File: src/rtl/radial_vignette_gain_top_macros.svh
// Assertion macros for the radial vignette gain RTL.
// Expects signals named clk and rst_n in the scope of each use.
`ifndef RADIAL_VIGNETTE_GAIN_TOP_MACROS_SVH
`define RADIAL_VIGNETTE_GAIN_TOP_MACROS_SVH

// Same-cycle implication, disabled during reset.
`define RVG_ASSERT_NOW(lbl, a, b) \
  lbl: assert property (@(posedge clk) disable iff (!rst_n) (a) |-> (b)) \
    else $error("same-cycle implication failed");

// Next-cycle implication, disabled during reset.
`define RVG_ASSERT_NEXT(lbl, a, b) \
  lbl: assert property (@(posedge clk) disable iff (!rst_n) (a) |=> (b)) \
    else $error("next-cycle implication failed");

`endif

File: src/rtl/rvg_pkg.sv
// Package for the radial vignette gain block: fixed-point constants,
// configuration register indexes. No dependencies.
`default_nettype none

package rvg_pkg;

  localparam int Q_BITS    = 17;  // quotient bits of the Q16 dividers
  localparam int SPAN_W    = 15;  // width of the falloff span constant
  localparam int ROOT_W    = 16;  // square root result width
  localparam int HSQ_W     = 32;  // radicand width
  localparam int STRENGTH_W = 16;
  localparam int CFG_IDX_W = 2;

  localparam logic [16:0]       ONE_Q16         = 17'd65536;
  localparam logic [15:0]       FALL_START_Q16  = 16'd39322;
  localparam logic [SPAN_W-1:0] FALL_SPAN_Q16   = 15'd26214;
  localparam logic [15:0]       NEAR_ZERO_LIMIT = 16'd16;

  // Reciprocal of the falloff span: floor(n * 2^16 / FALL_SPAN_Q16) equals
  // (n * SPAN_RECIP) >> RECIP_SH for every n below 2^15.
  localparam logic [31:0]       SPAN_RECIP      = 32'd2684395521;
  localparam int                RECIP_SH        = 30;

  typedef enum logic [CFG_IDX_W-1:0] {
    CFG_STRENGTH = 2'd0,
    CFG_WIDTH    = 2'd1,
    CFG_HEIGHT   = 2'd2
  } cfg_idx_t;

endpackage

`default_nettype wire

File: src/rtl/rvg_if.sv
// Valid/ready stream interfaces for pixels into and out of the vignette block.
// No dependencies.
`default_nettype none

interface rvg_in_if #(parameter int PIX_W = 12, parameter int COLOR_BITS = 16);
  logic                  valid;
  logic                  ready;
  logic [PIX_W-1:0]      pixel_x;
  logic [PIX_W-1:0]      pixel_y;
  logic [COLOR_BITS-1:0] red_in;
  logic [COLOR_BITS-1:0] green_in;
  logic [COLOR_BITS-1:0] blue_in;

  modport source (output valid, pixel_x, pixel_y, red_in, green_in, blue_in,
                  input ready);
  modport sink   (input valid, pixel_x, pixel_y, red_in, green_in, blue_in,
                  output ready);
endinterface


`default_nettype wire

File: src/rtl/rvg_front.sv
// Front part: accepts pixels, clamps the image size, forms axis offsets and
// classifies strength. Depends on rvg_pkg and rvg_in_if.
`default_nettype none

module rvg_front #(
  parameter int MAX_DIM    = 4096,
  parameter int COLOR_BITS = 16,
  parameter int SIZE_W     = 13,
  parameter int PIX_W      = 12
) (
  rvg_in_if.sink                                  in_pix,
  input  wire logic [rvg_pkg::STRENGTH_W-1:0]     strength,
  input  wire logic [SIZE_W-1:0]                  image_width,
  input  wire logic [SIZE_W-1:0]                  image_height,
  input  wire logic                               q_full,
  output logic                                    q_push,
  output logic [3*COLOR_BITS+4*SIZE_W+20-1:0]     q_data
);

  localparam logic [SIZE_W-1:0] MAX_SZ = SIZE_W'(MAX_DIM);

  logic [SIZE_W-1:0] w_c, h_c;
  logic [SIZE_W:0]   mag_x, mag_y;
  logic [15:0]       s_abs;
  logic              near_zero, positive;

  function automatic logic [SIZE_W-1:0] clamp_size(input logic [SIZE_W-1:0] s);
    logic [SIZE_W-1:0] r;
    priority if (s == '0) r = SIZE_W'(1);
    else if (s > MAX_SZ)  r = MAX_SZ;
    else                  r = s;
    return r;
  endfunction

  function automatic logic [SIZE_W:0] axis_mag(input logic [PIX_W-1:0] p,
                                               input logic [SIZE_W-1:0] s);
    logic [SIZE_W:0] two, se, r;
    two = (SIZE_W+1)'({p, 1'b0});
    se  = {1'b0, s};
    r   = (two >= se) ? two - se : se - two;
    return r;
  endfunction

  assign w_c   = clamp_size(image_width);
  assign h_c   = clamp_size(image_height);
  assign mag_x = axis_mag(in_pix.pixel_x, w_c);
  assign mag_y = axis_mag(in_pix.pixel_y, h_c);

  assign s_abs     = strength[15] ? 16'(-strength) : strength;
  assign near_zero = (s_abs <= rvg_pkg::NEAR_ZERO_LIMIT);
  assign positive  = !strength[15] && (strength != '0);

  assign in_pix.ready = !q_full;
  assign q_push       = in_pix.valid && !q_full;
  assign q_data = {in_pix.blue_in, in_pix.green_in, in_pix.red_in,
                   near_zero, positive, s_abs, h_c, mag_y, w_c, mag_x};

endmodule

`default_nettype wire

File: src/flat_wrapper.sv
// flat-port wrapper written by rule: the top's interface ports become plain ports
module rvg_front_flat 
#(
  parameter int MAX_DIM    = 4096,
  parameter int COLOR_BITS = 16,
  parameter int SIZE_W     = 13,
  parameter int PIX_W      = 12
)
  (strength, image_width, image_height, q_full, q_push, q_data, in_pix_valid, in_pix_pixel_x, in_pix_pixel_y, in_pix_red_in, in_pix_green_in, in_pix_blue_in, in_pix_ready);
  rvg_in_if #(.PIX_W(PIX_W), .COLOR_BITS(COLOR_BITS)) in_pix_i ();
  input  wire logic [rvg_pkg::STRENGTH_W-1:0] strength;
  input  wire logic [SIZE_W-1:0] image_width;
  input  wire logic [SIZE_W-1:0] image_height;
  input  wire logic q_full;
  output logic q_push;
  output logic [3*COLOR_BITS+4*SIZE_W+20-1:0] q_data;
  input wire logic [$bits(in_pix_i.valid)-1:0] in_pix_valid;
  input wire logic [$bits(in_pix_i.pixel_x)-1:0] in_pix_pixel_x;
  input wire logic [$bits(in_pix_i.pixel_y)-1:0] in_pix_pixel_y;
  input wire logic [$bits(in_pix_i.red_in)-1:0] in_pix_red_in;
  input wire logic [$bits(in_pix_i.green_in)-1:0] in_pix_green_in;
  input wire logic [$bits(in_pix_i.blue_in)-1:0] in_pix_blue_in;
  output wire logic [$bits(in_pix_i.ready)-1:0] in_pix_ready;
  assign in_pix_i.valid = in_pix_valid;
  assign in_pix_i.pixel_x = in_pix_pixel_x;
  assign in_pix_i.pixel_y = in_pix_pixel_y;
  assign in_pix_i.red_in = in_pix_red_in;
  assign in_pix_i.green_in = in_pix_green_in;
  assign in_pix_i.blue_in = in_pix_blue_in;
  assign in_pix_ready = in_pix_i.ready;
  rvg_front #(.MAX_DIM(MAX_DIM), .COLOR_BITS(COLOR_BITS), .SIZE_W(SIZE_W), .PIX_W(PIX_W)) u_core (.in_pix(in_pix_i), .strength(strength), .image_width(image_width), .image_height(image_height), .q_full(q_full), .q_push(q_push), .q_data(q_data));
endmodule
File: config.mk
export PLATFORM = sky130hd
export DESIGN_NAME = rvg_front_flat
export DESIGN_NICKNAME = d
export VERILOG_FILES = /design/src/rtl/radial_vignette_gain_top_macros.svh /design/src/rtl/rvg_pkg.sv /design/src/rtl/rvg_if.sv /design/src/rtl/rvg_front.sv /design/src/flat_wrapper.sv
export SDC_FILE = /design/constraint.sdc
export NUM_CORES = 1
export LEC_CHECK = 0
export ABC_AREA = 1
export ABC_CLOCK_PERIOD_IN_PS = 2100
export BUFFER_PORTS_ARGS = -buffer_cell sky130_fd_sc_hd__buf_2
export CAP_MARGIN = 0
export CELL_PAD_IN_SITES_DETAIL_PLACEMENT = 0
export CELL_PAD_IN_SITES_GLOBAL_PLACEMENT = 1
export CORE_ASPECT_RATIO = 1.75
export CORE_UTILIZATION = 26
export DETAILED_ROUTE_END_ITERATION = 8
export PLACE_DENSITY_LB_ADDON = 0.1
export SLEW_MARGIN = 15
export SYNTH_ARGS = -nofsm -noshare
export SYNTH_HDL_FRONTEND = slang
export SYNTH_SLANG_ARGS = --single-unit
File: constraint.sdc
create_clock -name vclk -period 2.1
set_input_delay 0.105 -clock vclk [all_inputs]
set_output_delay 0.105 -clock vclk [all_outputs]
set_load 0.03 [all_outputs]
==> summary.md <==
| Metric | Value |
|---|---|
| Status | `finished with violations` |
| Failing checks | `negative setup slack` |
| Setup ws final | `-0.478 ns` |
| LEAKAGE | `4.28 nW` |
| Met1 Use GR | `0.180` |
| Ant. Diodes | `0` |
| Tmin final | `between 2 and 3 ns` |
| Number of library cell types mapped by synthesis | `38` |
| Most common cell after layout, fill and taps aside | `buf_4` |
| Pwr per Cell Area | `~380 nW/um^2` |
| Max cap viols | `0` |
| Cells after synthesis | `711` |
| Critical hold path startpoint | `in_pix_blue_in[6]` |
| Layout fillers | `~1.5k` |
| PnR Total Power | `3.05 mW` |
| Yosys warnings | `0` |
| DRC errors left | `0` |
| CP Capture Type | `output pin` |
| Hold path endpoint | `q_data[110]` |
| GR Overflow Total | `0` |
| Global-route wire length before repair | `around 26 mm` |
| Register area share after synthesis | `0` |
| Routed Antenna Nets | `0` |
| Post-DP HPWL | `~14 mm` |
| Routed len/inst | `about 14 um` |
| Netlist Area Pre-Place | `between 3000 and 4000 um^2` |
| Nets | `around 1.2k` |
| DRT iter0 DRCs | `89` |
| Finished Cell Area | `7980 um^2` |
| Max FO, Critical Path | `7` |
| Vias in the first global route | `roughly 5.6k` |
| Chip Height | `about 160 um` |
| Slew Limit Fails | `0` |
| Final Wtd Congestion | `roughly 0.88` |
| Core ar. | `between 10000 and 15000 um^2` |
| Register area | `0 um^2` |
| Actual slew at the worst max-slew pin | `roughly 0.38 ns` |
| CP arrival | `2.47 ns` |
| Fmax | `a little under 0.4 GHz` |
| Worst min path class | `in -> out` |
| Met3 Use GR | `0.0147` |
| Setup-failing EPs final | `26` |
| Syn nets | `~880` |
| Avg Cell Area, Syn | `5.54 um^2` |
| CP startpoint | `image_width[1]` |
| Layout area overhead | `103%` |
| Post-DP Area | `6250 um^2` |
| Initial antenna violation count | `0` |
| Placement Rows | `59` |
| Slew headroom | `0.744` |
| Clock buffer count in the final layout | `0` |
| Required time worst endpoint | `approximately 2 ns` |
| Area of the multi-input gates | `approximately 4500 um^2` |
| Sequential cell count | `0` |
| First-pass iteration count of the detailed router | `4` |
| Fin. Hold Viols | `0` |
| I/O Pins | `approximately 240` |
| Commonest cells after routing, fill and taps aside | `188 x buf_4, 110 x nand2_1, 95 x buf_2` |
| Vias/cell | `between 4 and 5` |
| Layout cells sized above 1 | `0.624` |
| Via Count | `around 5.4k` |
| RSZ-0062 raised after global routing | `yes` |
| Gr usage total | `0.213` |
| Layer with the highest usage | `met2` |
| CP Class | `in -> out` |
| Met2 Resource Use GR | `0.472` |
| Post-detailed-routing wire length | `~17 mm` |
| Die area | `around 16000 um^2` |
| IO buf count | `142` |
| Peak VDD IR | `roughly 0.24 mV` |
| Largest net degree at the start of global routing | `25` |
| Initial Util | `0.265` |
| Period Utilization, post-route | `1.23` |
| Worst slack, placed | `-0.856 ns` |
| Die width | `about 95 um` |
| Startpoint Class | `input pin` |
| Hold path cells | `0` |
[metal layers]
layer / up-vias / part of all wire
met5: - / 0
met4: 0 / 0.040
met3: 44 / 0.027
met2: 144 / 0.62
met1: 2474 / 0.31
li1: 2729 / -
[stage by stage]
stage	setup TNS, ns	hold WS, ns	utilization	instances
after floorplan	-1.73	0.317	-	711
after global routing	-12.86	0.210	0.538	1178
after CTS	-8.46	0.210	0.514	1163
after global placement	-16.32	0.210	0.421	1136
final	-9.43	0.210	0.538	1178
after detailed placement	-16.61	0.210	0.421	1136
[worst max-delay path, stage by stage]
cell and delay, ns:
buf_8 0.10, nor2_4 0.09, nand2_2 0.07, nor2_4 0.20
nand2_4 0.14, nand2_8 0.16, nand2_4 0.07, inv_4 0.06
ha_4 0.21, a21oi_2 0.16, o21ai_2 0.09, nand2_2 0.11
nand2_4 0.07, nand4_4 0.09, nand3_4 0.12, buf_12 0.17
or2_4 0.24, o21ai_4 0.06, buf_6 0.15
[cells by family after synthesis]
family	share of synthesized area
and+or+nand+nor	0.371
buffers and inverters	0.240
AOI/OAI and AO/OA	0.126
adders and majority gates	0.182
xor gates and xnor gates	0.0779
muxes	0.00254
[synthesized netlist by cell type, types with 5 or more instances]
cell | instances | area, um^2
a21oi_1 | 37 | 185
buf_2 | 7 | 35.0
buf_4 | 56 | 420
clkbuf_1 | 5 | 18.8
ha_1 | 51 | 638
inv_1 | 108 | 405
inv_2 | 6 | 22.5
nand2_1 | 214 | 803
nand2_2 | 12 | 75.1
nand3_1 | 37 | 185
nand4_1 | 10 | 62.6
nor2_1 | 58 | 218
nor3_1 | 5 | 25.0
o21ai_0 | 19 | 95.1
o21ai_1 | 6 | 30.0
o21bai_1 | 6 | 45.0
xnor2_1 | 6 | 52.6
xor2_1 | 29 | 254
[timing repair]
item,in CTS,in global routing
setup buffers,25,18
resized for setup,281,65
setup endpoints to repair,26,26
hold buffers,0,0
gates cloned,3,0
pin swaps,106,68
[worst max path at each step]
| stage | endpoint | slack [ns] | depth (start not counted) |
|---|---|---|---|
| 6_report | q_data[1] | -0.48 | 19 |
| 2_1_floorplan | q_data[1] | -0.16 | 16 |
| 3_3_place_gp | q_data[2] | -0.85 | 17 |
| 3_5_place_dp | q_data[2] | -0.86 | 17 |
| 5_1_grt | q_data[1] | -0.58 | 19 |
| 4_1_cts | q_data[1] | -0.49 | 19 |
[layout make-up]
class | instances | area share
multi-input cells | 526 | 0.564
well taps | 183 | 0.0287
repair buffers | 355 | 0.344
inverters | 114 | 0.0629
[where the power goes]
part,switching (mW),internal (mW)
Clock,0,0
Sequential,0,0
Combinational,1.66,1.39
Note: power is estimated with default switching activity, not from simulation.
