**src/rtl/radial_vignette_gain_top_macros.svh**
```systemverilog
// Assertion macros for the radial vignette gain RTL.
// Expects signals named clk and rst_n in the scope of each use.
`ifndef RADIAL_VIGNETTE_GAIN_TOP_MACROS_SVH
`define RADIAL_VIGNETTE_GAIN_TOP_MACROS_SVH

// Same-cycle implication, disabled during reset.
`define RVG_ASSERT_NOW(lbl, a, b) \
  lbl: assert property (@(posedge clk) disable iff (!rst_n) (a) |-> (b)) \
    else $error("same-cycle implication failed");

// Next-cycle implication, disabled during reset.
`define RVG_ASSERT_NEXT(lbl, a, b) \
  lbl: assert property (@(posedge clk) disable iff (!rst_n) (a) |=> (b)) \
    else $error("next-cycle implication failed");

`endif

```
**src/rtl/rvg_queue.sv**
```systemverilog
// Short FIFO between the front and back parts of the vignette block.
// No dependencies.
`default_nettype none

module rvg_queue #(
  parameter int W     = 8,
  parameter int DEPTH = 4
) (
  input  wire logic         clk,
  input  wire logic         rst_n,
  input  wire logic         push,
  input  wire logic [W-1:0] din,
  output logic              full,
  input  wire logic         pop,
  output logic [W-1:0]      dout,
  output logic              not_empty
);

  localparam int AW = $clog2(DEPTH);

  logic [W-1:0]  store_r [DEPTH];
  logic [AW-1:0] wr_ptr_r, rd_ptr_r;
  logic [AW:0]   cnt_r;

  assign full      = (cnt_r == (AW+1)'(DEPTH));
  assign not_empty = (cnt_r != '0);
  assign dout      = store_r[rd_ptr_r];

  always_ff @(posedge clk) begin
    if (push) begin
      store_r[wr_ptr_r] <= din;
    end
  end

  always_ff @(posedge clk) begin
    if (!rst_n) begin
      wr_ptr_r <= '0;
      rd_ptr_r <= '0;
      cnt_r    <= '0;
    end else begin
      if (push) begin
        wr_ptr_r <= (wr_ptr_r == AW'(DEPTH-1)) ? '0 : wr_ptr_r + 1'b1;
      end
      if (pop) begin
        rd_ptr_r <= (rd_ptr_r == AW'(DEPTH-1)) ? '0 : rd_ptr_r + 1'b1;
      end
      unique case ({push, pop})
        2'b10:   cnt_r <= cnt_r + 1'b1;
        2'b01:   cnt_r <= cnt_r - 1'b1;
        default: cnt_r <= cnt_r;
      endcase
    end
  end

endmodule

`default_nettype wire

```
**config.mk**
```make
export PLATFORM = sky130hd
export DESIGN_NAME = rvg_queue
export DESIGN_NICKNAME = d
export VERILOG_FILES = /design/src/rtl/radial_vignette_gain_top_macros.svh /design/src/rtl/rvg_queue.sv
export SDC_FILE = /design/constraint.sdc
export NUM_CORES = 1
export LEC_CHECK = 0
export BUFFER_PORTS_ARGS = -buffer_cell sky130_fd_sc_hd__buf_2
export CAP_MARGIN = 10
export CORE_MARGIN = 3
export CORE_UTILIZATION = 45
export DETAILED_ROUTE_END_ITERATION = 7
export PLACE_DENSITY = 0.68
export SLEW_MARGIN = 20
export SYNTH_ARGS = -nofsm -noshare
export SYNTH_HDL_FRONTEND = slang
export SYNTH_SLANG_ARGS = --single-unit
```
**constraint.sdc**
```tcl
create_clock -name clk -period 4.77 [get_ports clk]
set_clock_uncertainty 0.1 [all_clocks]
set_input_delay 0.954 -clock clk [delete_from_list [all_inputs] [get_ports clk]]
set_output_delay 0.954 -clock clk [all_outputs]
set_load 0.1 [all_outputs]
```
==> key figures, run 1 <==
Pwr
  – Power share of the sequential group: 54.7%
  – Switching power: 0.234 mW
  – Max VDD drop: about 190 uV
  – Internal power: around 0.53 mW
  – Lkg Pwr: 0.667 nW
  – Clock power frac: 24.6%
  – Switching part of the total: just over 30%
  – Gate power share: 20.7%
  – P per Cell Area: 417 nW/um2

Floorplanning
  – Die Footprint: between 4000 and 5000 um2
  – Row cnt: 21
  – Die height: 65.9 um
  – Initial Util: 47.6%
  – Ports: 22
  – Total core area: 3390 um2
  – Die Wd: about 66 um

Synthesis
  – Compound-cell area share of the yosys netlist: around 1.6%
  – Synth Flop Type: edfxtp_1
  – Avg Inst Size Synth: between 15 and 20 um2
  – Post-synth EDFFs: 32
  – Yosys top cell area share: 59.5%
  – Top cells by count, synth: edfxtp_1, dfxtp_1, mux4_2
  – Synthesized Nets: 104
  – Adder-Cell Fraction of Synth Area: between 5 and 6%
  – Fraction of synthesized area in multiplexers: about an eighth
  – Cell Area, Synth: 1610 um2
  – Area leader, netlist: edfxtp_1
  – Largest family of logic cells by synthesized area: multiplexers
  – XOR/XNOR Fraction of Synth Area: 1.09%
  – Seq/Total Area, Yosys: 70.7%
  – FF+latch count, synth: around 40
  – Post-synth ARST share: 0%
  – Most frequent cell after synthesis: edfxtp_1
  – Gate Count Post-Synth: 85
  – Top cells by area, synth: edfxtp_1, dfxtp_1, mux4_2
  – Ys Warns: 0
  – Synth unique cells: 18
  – Simple-gate share of the synthesized area: 6.05%

Outcome
  – Status: completed

Place
  – Placement Setup Slack: 2140 ps
  – Placed wire-length estimate: 1680 um
  – Count of input and output buffers: 21
  – Gpl congestion: about 0.67
  – Placed cells: 150

GRT
  – Initial antenna violation count: 0
  – Global-route wire length before repair: 4110 um
  – Global route overflow: 0
  – All-layer global routing usage: between 10% and 20%
  – Largest net degree at the start of global routing: 13
  – Vias in the first global route: 857

Clock network
  – Worst skew pair latency: ~330 ps
  – Post-CTS setup buffers: 0
  – Max clock buf depth: 2
  – CTS root buf: clkbuf_4
  – Num Clock Sinks: between 40 and 50
  – CTS tree: done
  – Post-cts sizing count: 0
  – # H-tree levels: 2
  – Worst-path clk slew: 120 ps
  – CTS Buf Count: 5
  – Cts hold-fix bufs: 0

Detailed routing
  – Final WL: 2360 um
  – Wire per inst: roughly 15 um
  – Via count: 775
  – DRC: 0
  – Vias per cell: 4.91
  – Antenna Nets Post-Route: 0
  – Pre-Repair DR Iteration Count: 4
  – Initial DRC Count: 21

Timing
  – RSZ-0062 raised after global routing: false
  – Slew HR: 64.9%
  – Final setup viols: 0
  – Worst-Margin Slew: 525 ps
  – Final Hold Viols: 0
  – Period utilization: between 60% and 70%
  – Peak Freq: 340 MHz
  – Post-layout min period: 2940 ps
  – Max-slew violation count: 0
  – Final Worst Setup Slack: 1830 ps
  – Setup_tns: 0 ps

Flow run
  – # Max-Cap Violations: 0

Setup path
  – Register-to-Register Path Depth: 4
  – R2R setup slack: 3200 ps
  – Crit path arrival time: 1890 ps
  – RR Endpoint: cnt_r[2]
  – CP Capture Type: primary output
  – Crit path required time: 3720 ps
  – Worst Setup EP: dout[2]
  – Critical Path Start Type: flop
  – CP Class: flop to primary output
  – Worst r2r src: cnt_r[0]
  – CP Max Fanout: 8

Finish
  – FILL cells: ~290
  – Layout area overhead: 13.4%
  – Ant. Diodes: 0
  – Layout cells sized above 1: 33.0%
  – Final nets: 130
  – Post-Layout Cell Count: 158

Worst hold path
  – Hold Crit Class: flop to flop
==> worst min-delay path by stage <==
stage              from       end  slack (ps)  cells after the start
2_1_floorplan  cnt_r[2]  cnt_r[2]         360                      2
3_3_place_gp   cnt_r[2]  cnt_r[2]         380                      2
3_5_place_dp   cnt_r[2]  cnt_r[2]         390                      2
4_1_cts        cnt_r[2]  cnt_r[2]         400                      2
5_1_grt        cnt_r[2]  cnt_r[2]         480                      2
6_report       cnt_r[2]  cnt_r[2]         390                      2
==> state kept, by name (all words and copies together), names as in the netlist, named ones only <==
name and cells:
cnt_r 3, rd_ptr_r 2, wr_ptr_r 2, store_r 32
==> metrics by stage <==
stage          hold WS (ps)  power, mW  utilization (%)  cell area, um2
2_1_floorplan           360      0.558                -            1610
4_1_cts                 404      0.774             54.0            1830
5_1_grt                 480      0.798             54.0            1830
6_report                395      0.763             54.0            1830
3_3_place_gp            382      0.582             51.9            1760
3_5_place_dp            388      0.586             51.9            1760
==> critical path, stage by stage, from the launching register on <==
cell and delay, ps:
dfxtp_1 670, mux4_2 580, buf_2 310
==> cell type report <==
class / count / area [um2] / share of cell area [%]
well taps: 46 / 57.6 / 3.14
flip-flops and latches: 41 / 1140 / 62.3
multi-input cells: 39 / 445 / 24.3
clock inverters: 1 / 5.00 / 0.273
repair buffers: 21 / 105 / 5.74
clock buffers: 7 / 65.1 / 3.55
inverters: 3 / 11.3 / 0.615
==> logic make-up after synthesis <==
family,count (synthesis)
AO/OA/AOI/OAI,4
multiplexers,11
AND/OR/NAND/NOR,15
flip-flops,41
adder cells (fa/ha/maj),7
buffers and inverters,5
XOR/XNOR,2
==> placed cells by master (no fill, tap or decap) <==
cell type  count
nor2b_1        5
buf_2         21
inv_1          3
o21ai_0        1
clkbuf_4       5
a21oi_1        1
clkbuf_8       2
dfxtp_1        9
fa_1           1
or3_1          2
mux2i_1        3
edfxtp_1      32
clkinv_2       1
nor3b_1        3
o21a_1         1
ha_1           6
and2_1         5
xnor2_1        2
a21boi_1       1
mux4_2         8
==> power groups by stage <==
stage / clock network [mW] / logic (mW) / registers, mW
after floorplan: 0 / 0.139 / 0.419
after global placement: 0 / 0.157 / 0.425
after detailed placement: 0 / 0.159 / 0.427
after CTS: 0.196 / 0.160 / 0.419
after global routing: 0.209 / 0.168 / 0.421
final: 0.188 / 0.158 / 0.418
==> per-layer routing <==
layer	routed length [um]	GRT usage, %	share of wire [%]
met2	1280	23.4	54
met5	0	0	0
met4	23	6.22	0.97
met3	81	4.42	3.4
met1	982	14.2	42
Power figures use the tool's default switching activity.
==> inputs of run 2 (changes only) <==
==> constraint.sdc (replaced) <==
create_clock -name clk -period 2.8 [get_ports clk]
set_clock_uncertainty 0.1 [all_clocks]
set_input_delay 0.56 -clock clk [delete_from_list [all_inputs] [get_ports clk]]
set_output_delay 0.56 -clock clk [all_outputs]
set_load 0.1 [all_outputs]
==> key figures, run 2 (same netlist as run 1, synthesis figures left out) <==
Outcome
  – Status: completed

Setup path
  – Buf/Inv on CP: 1
  – Crit path required time: 2140 ps
  – CP max stage delay: around 690 ps
  – CP Capture Type: primary output
  – Critical Path Start Type: flop
  – CP Class: flop to primary output
  – CP Max Fanout: 8
  – Crit-path cells: mux4_2, buf_2
  – Crit-path leading delay family: flip-flops
  – Slowest cell on crit path: dfxtp_1
  – Crit path arrival time: about 1900 ps

GRT
  – All-layer global routing usage: 13.8%
  – Vias in the first global route: 871
  – Largest net degree at the start of global routing: 14
  – Global route overflow: 0
  – Global-route wire length before repair: 4150 um
  – Initial antenna violation count: 0

Timing
  – Final setup viols: 0
  – Period utilization: 92.2%
  – Hold slack: approximately 320 ps
  – Post-layout min period: 2580 ps
  – Peak Freq: 387 MHz
  – Setup_tns: 0 ps
  – Final Hold Viols: 0
  – Slew HR: 63.4%
  – Max-slew violation count: 0
  – Worst-Margin Slew: 548 ps
  – RSZ-0062 raised after global routing: false

Finish
  – Layout area overhead: 14.1%
  – Largest Register: store_r
  – Most common cell after layout, fill and taps aside: edfxtp_1
  – Ant. Diodes: 0
  – Largest regs: store_r (32), cnt_r (3)
  – Layout cells sized above 1: 33.0%
  – Design Area, Final: 1840 um2
  – Final nets: 130
  – Most frequent cells in the layout: edfxtp_1, buf_2, dfxtp_1
  – Max reg flops: 32
  – FILL cells: 274
  – Utilization after layout: between 50% and 60%

Floorplanning
  – Die Wd: 65.9 um
  – Initial Util: 47.6%
  – Row cnt: 21
  – Ports: 22
  – Total core area: 3390 um2
  – Die Footprint: 4340 um2
  – Die height: 65.9 um

Clock network
  – Cts hold-fix bufs: 0
  – Worst skew pair latency: 350 ps
  – Post-CTS setup buffers: 0
  – # H-tree levels: 2
  – Num Clock Sinks: 41
  – Post-cts sizing count: 0
  – CTS root buf: clkbuf_4
  – CTS Buf Count: 5
  – Max clock buf depth: 2
  – CTS tree: done
  – Worst-path clk slew: 120 ps

Pwr
  – Clock power frac: roughly 27%
  – Switching power: 0.409 mW
  – Lkg Pwr: 0.670 nW
  – Gate power share: 20.0%
  – Internal power: 0.942 mW
  – Total chip power: 1.35 mW
  – Power share of the sequential group: 52.7%
  – Max VDD drop: about 320 uV
  – P per Cell Area: 734 nW/um2
  – Switching part of the total: 30.3%

Detailed routing
  – Vias per cell: approximately 5
  – Via count: 786
  – Pre-Repair DR Iteration Count: 4
  – Final WL: 2420 um
  – Antenna Nets Post-Route: 0
  – DRC: 0
  – Initial DRC Count: 25
  – Wire per inst: 15.3 um

Place
  – Placed wire-length estimate: 1700 um
  – Gpl congestion: 0.668
  – Count of input and output buffers: 21
  – DP Area: 1770 um2

Flow run
  – # Max-Cap Violations: 0

Worst hold path
  – Hold Crit Class: input pin to flop
[run 2: layout make-up]
type,count,area (um2),share of cell area (%)
clock buffer,6,41.3,2.24
clock inverter,2,35.0,1.90
multi-input combinational,39,450,24.5
tap,46,57.6,3.12
sequential,41,1140,62.0
timing repair buffer,21,105,5.71
inverter,3,11.3,0.611
[run 2: routing by layer]
layer	vias to the layer above	track usage (%)	routed length, um
met4	0	7.77	58
met2	16	22.7	1190
li1	378	-	-
met1	385	16.1	1060
met3	7	4.25	114
met5	-	0	0
[run 2: final timing paths]
check	startpoint	end	slack, ps	cells after the start
min reg2reg	cnt_r[2]	cnt_r[2]	430	2
min	din[5]	store_r[3][5]	320	1
max reg2reg	cnt_r[0]	cnt_r[2]	1210	4
max	flop	dout[2]	220	2
[run 2: metrics by stage]
step	std cells	setup WS, ps
2_1_floorplan	85	576
3_3_place_gp	150	577
3_5_place_dp	150	563
4_1_cts	158	164
5_1_grt	158	90.3
6_report	158	219
[run 2: worst reg2reg max path: stages, from the launching register on]
cell      delay (ps)
dfxtp_1          380
fa_1             440
xnor2_1          140
or3_1            310
a21boi_1         160
[run 2: power by group through the flow]
stage	sequential (mW)	combinational, mW	clock [mW]
detailed placement	0.727	0.273	0
CTS	0.713	0.274	0.380
global route	0.718	0.284	0.407
floorplan	0.714	0.237	0
global placement	0.724	0.267	0
finish	0.713	0.270	0.368
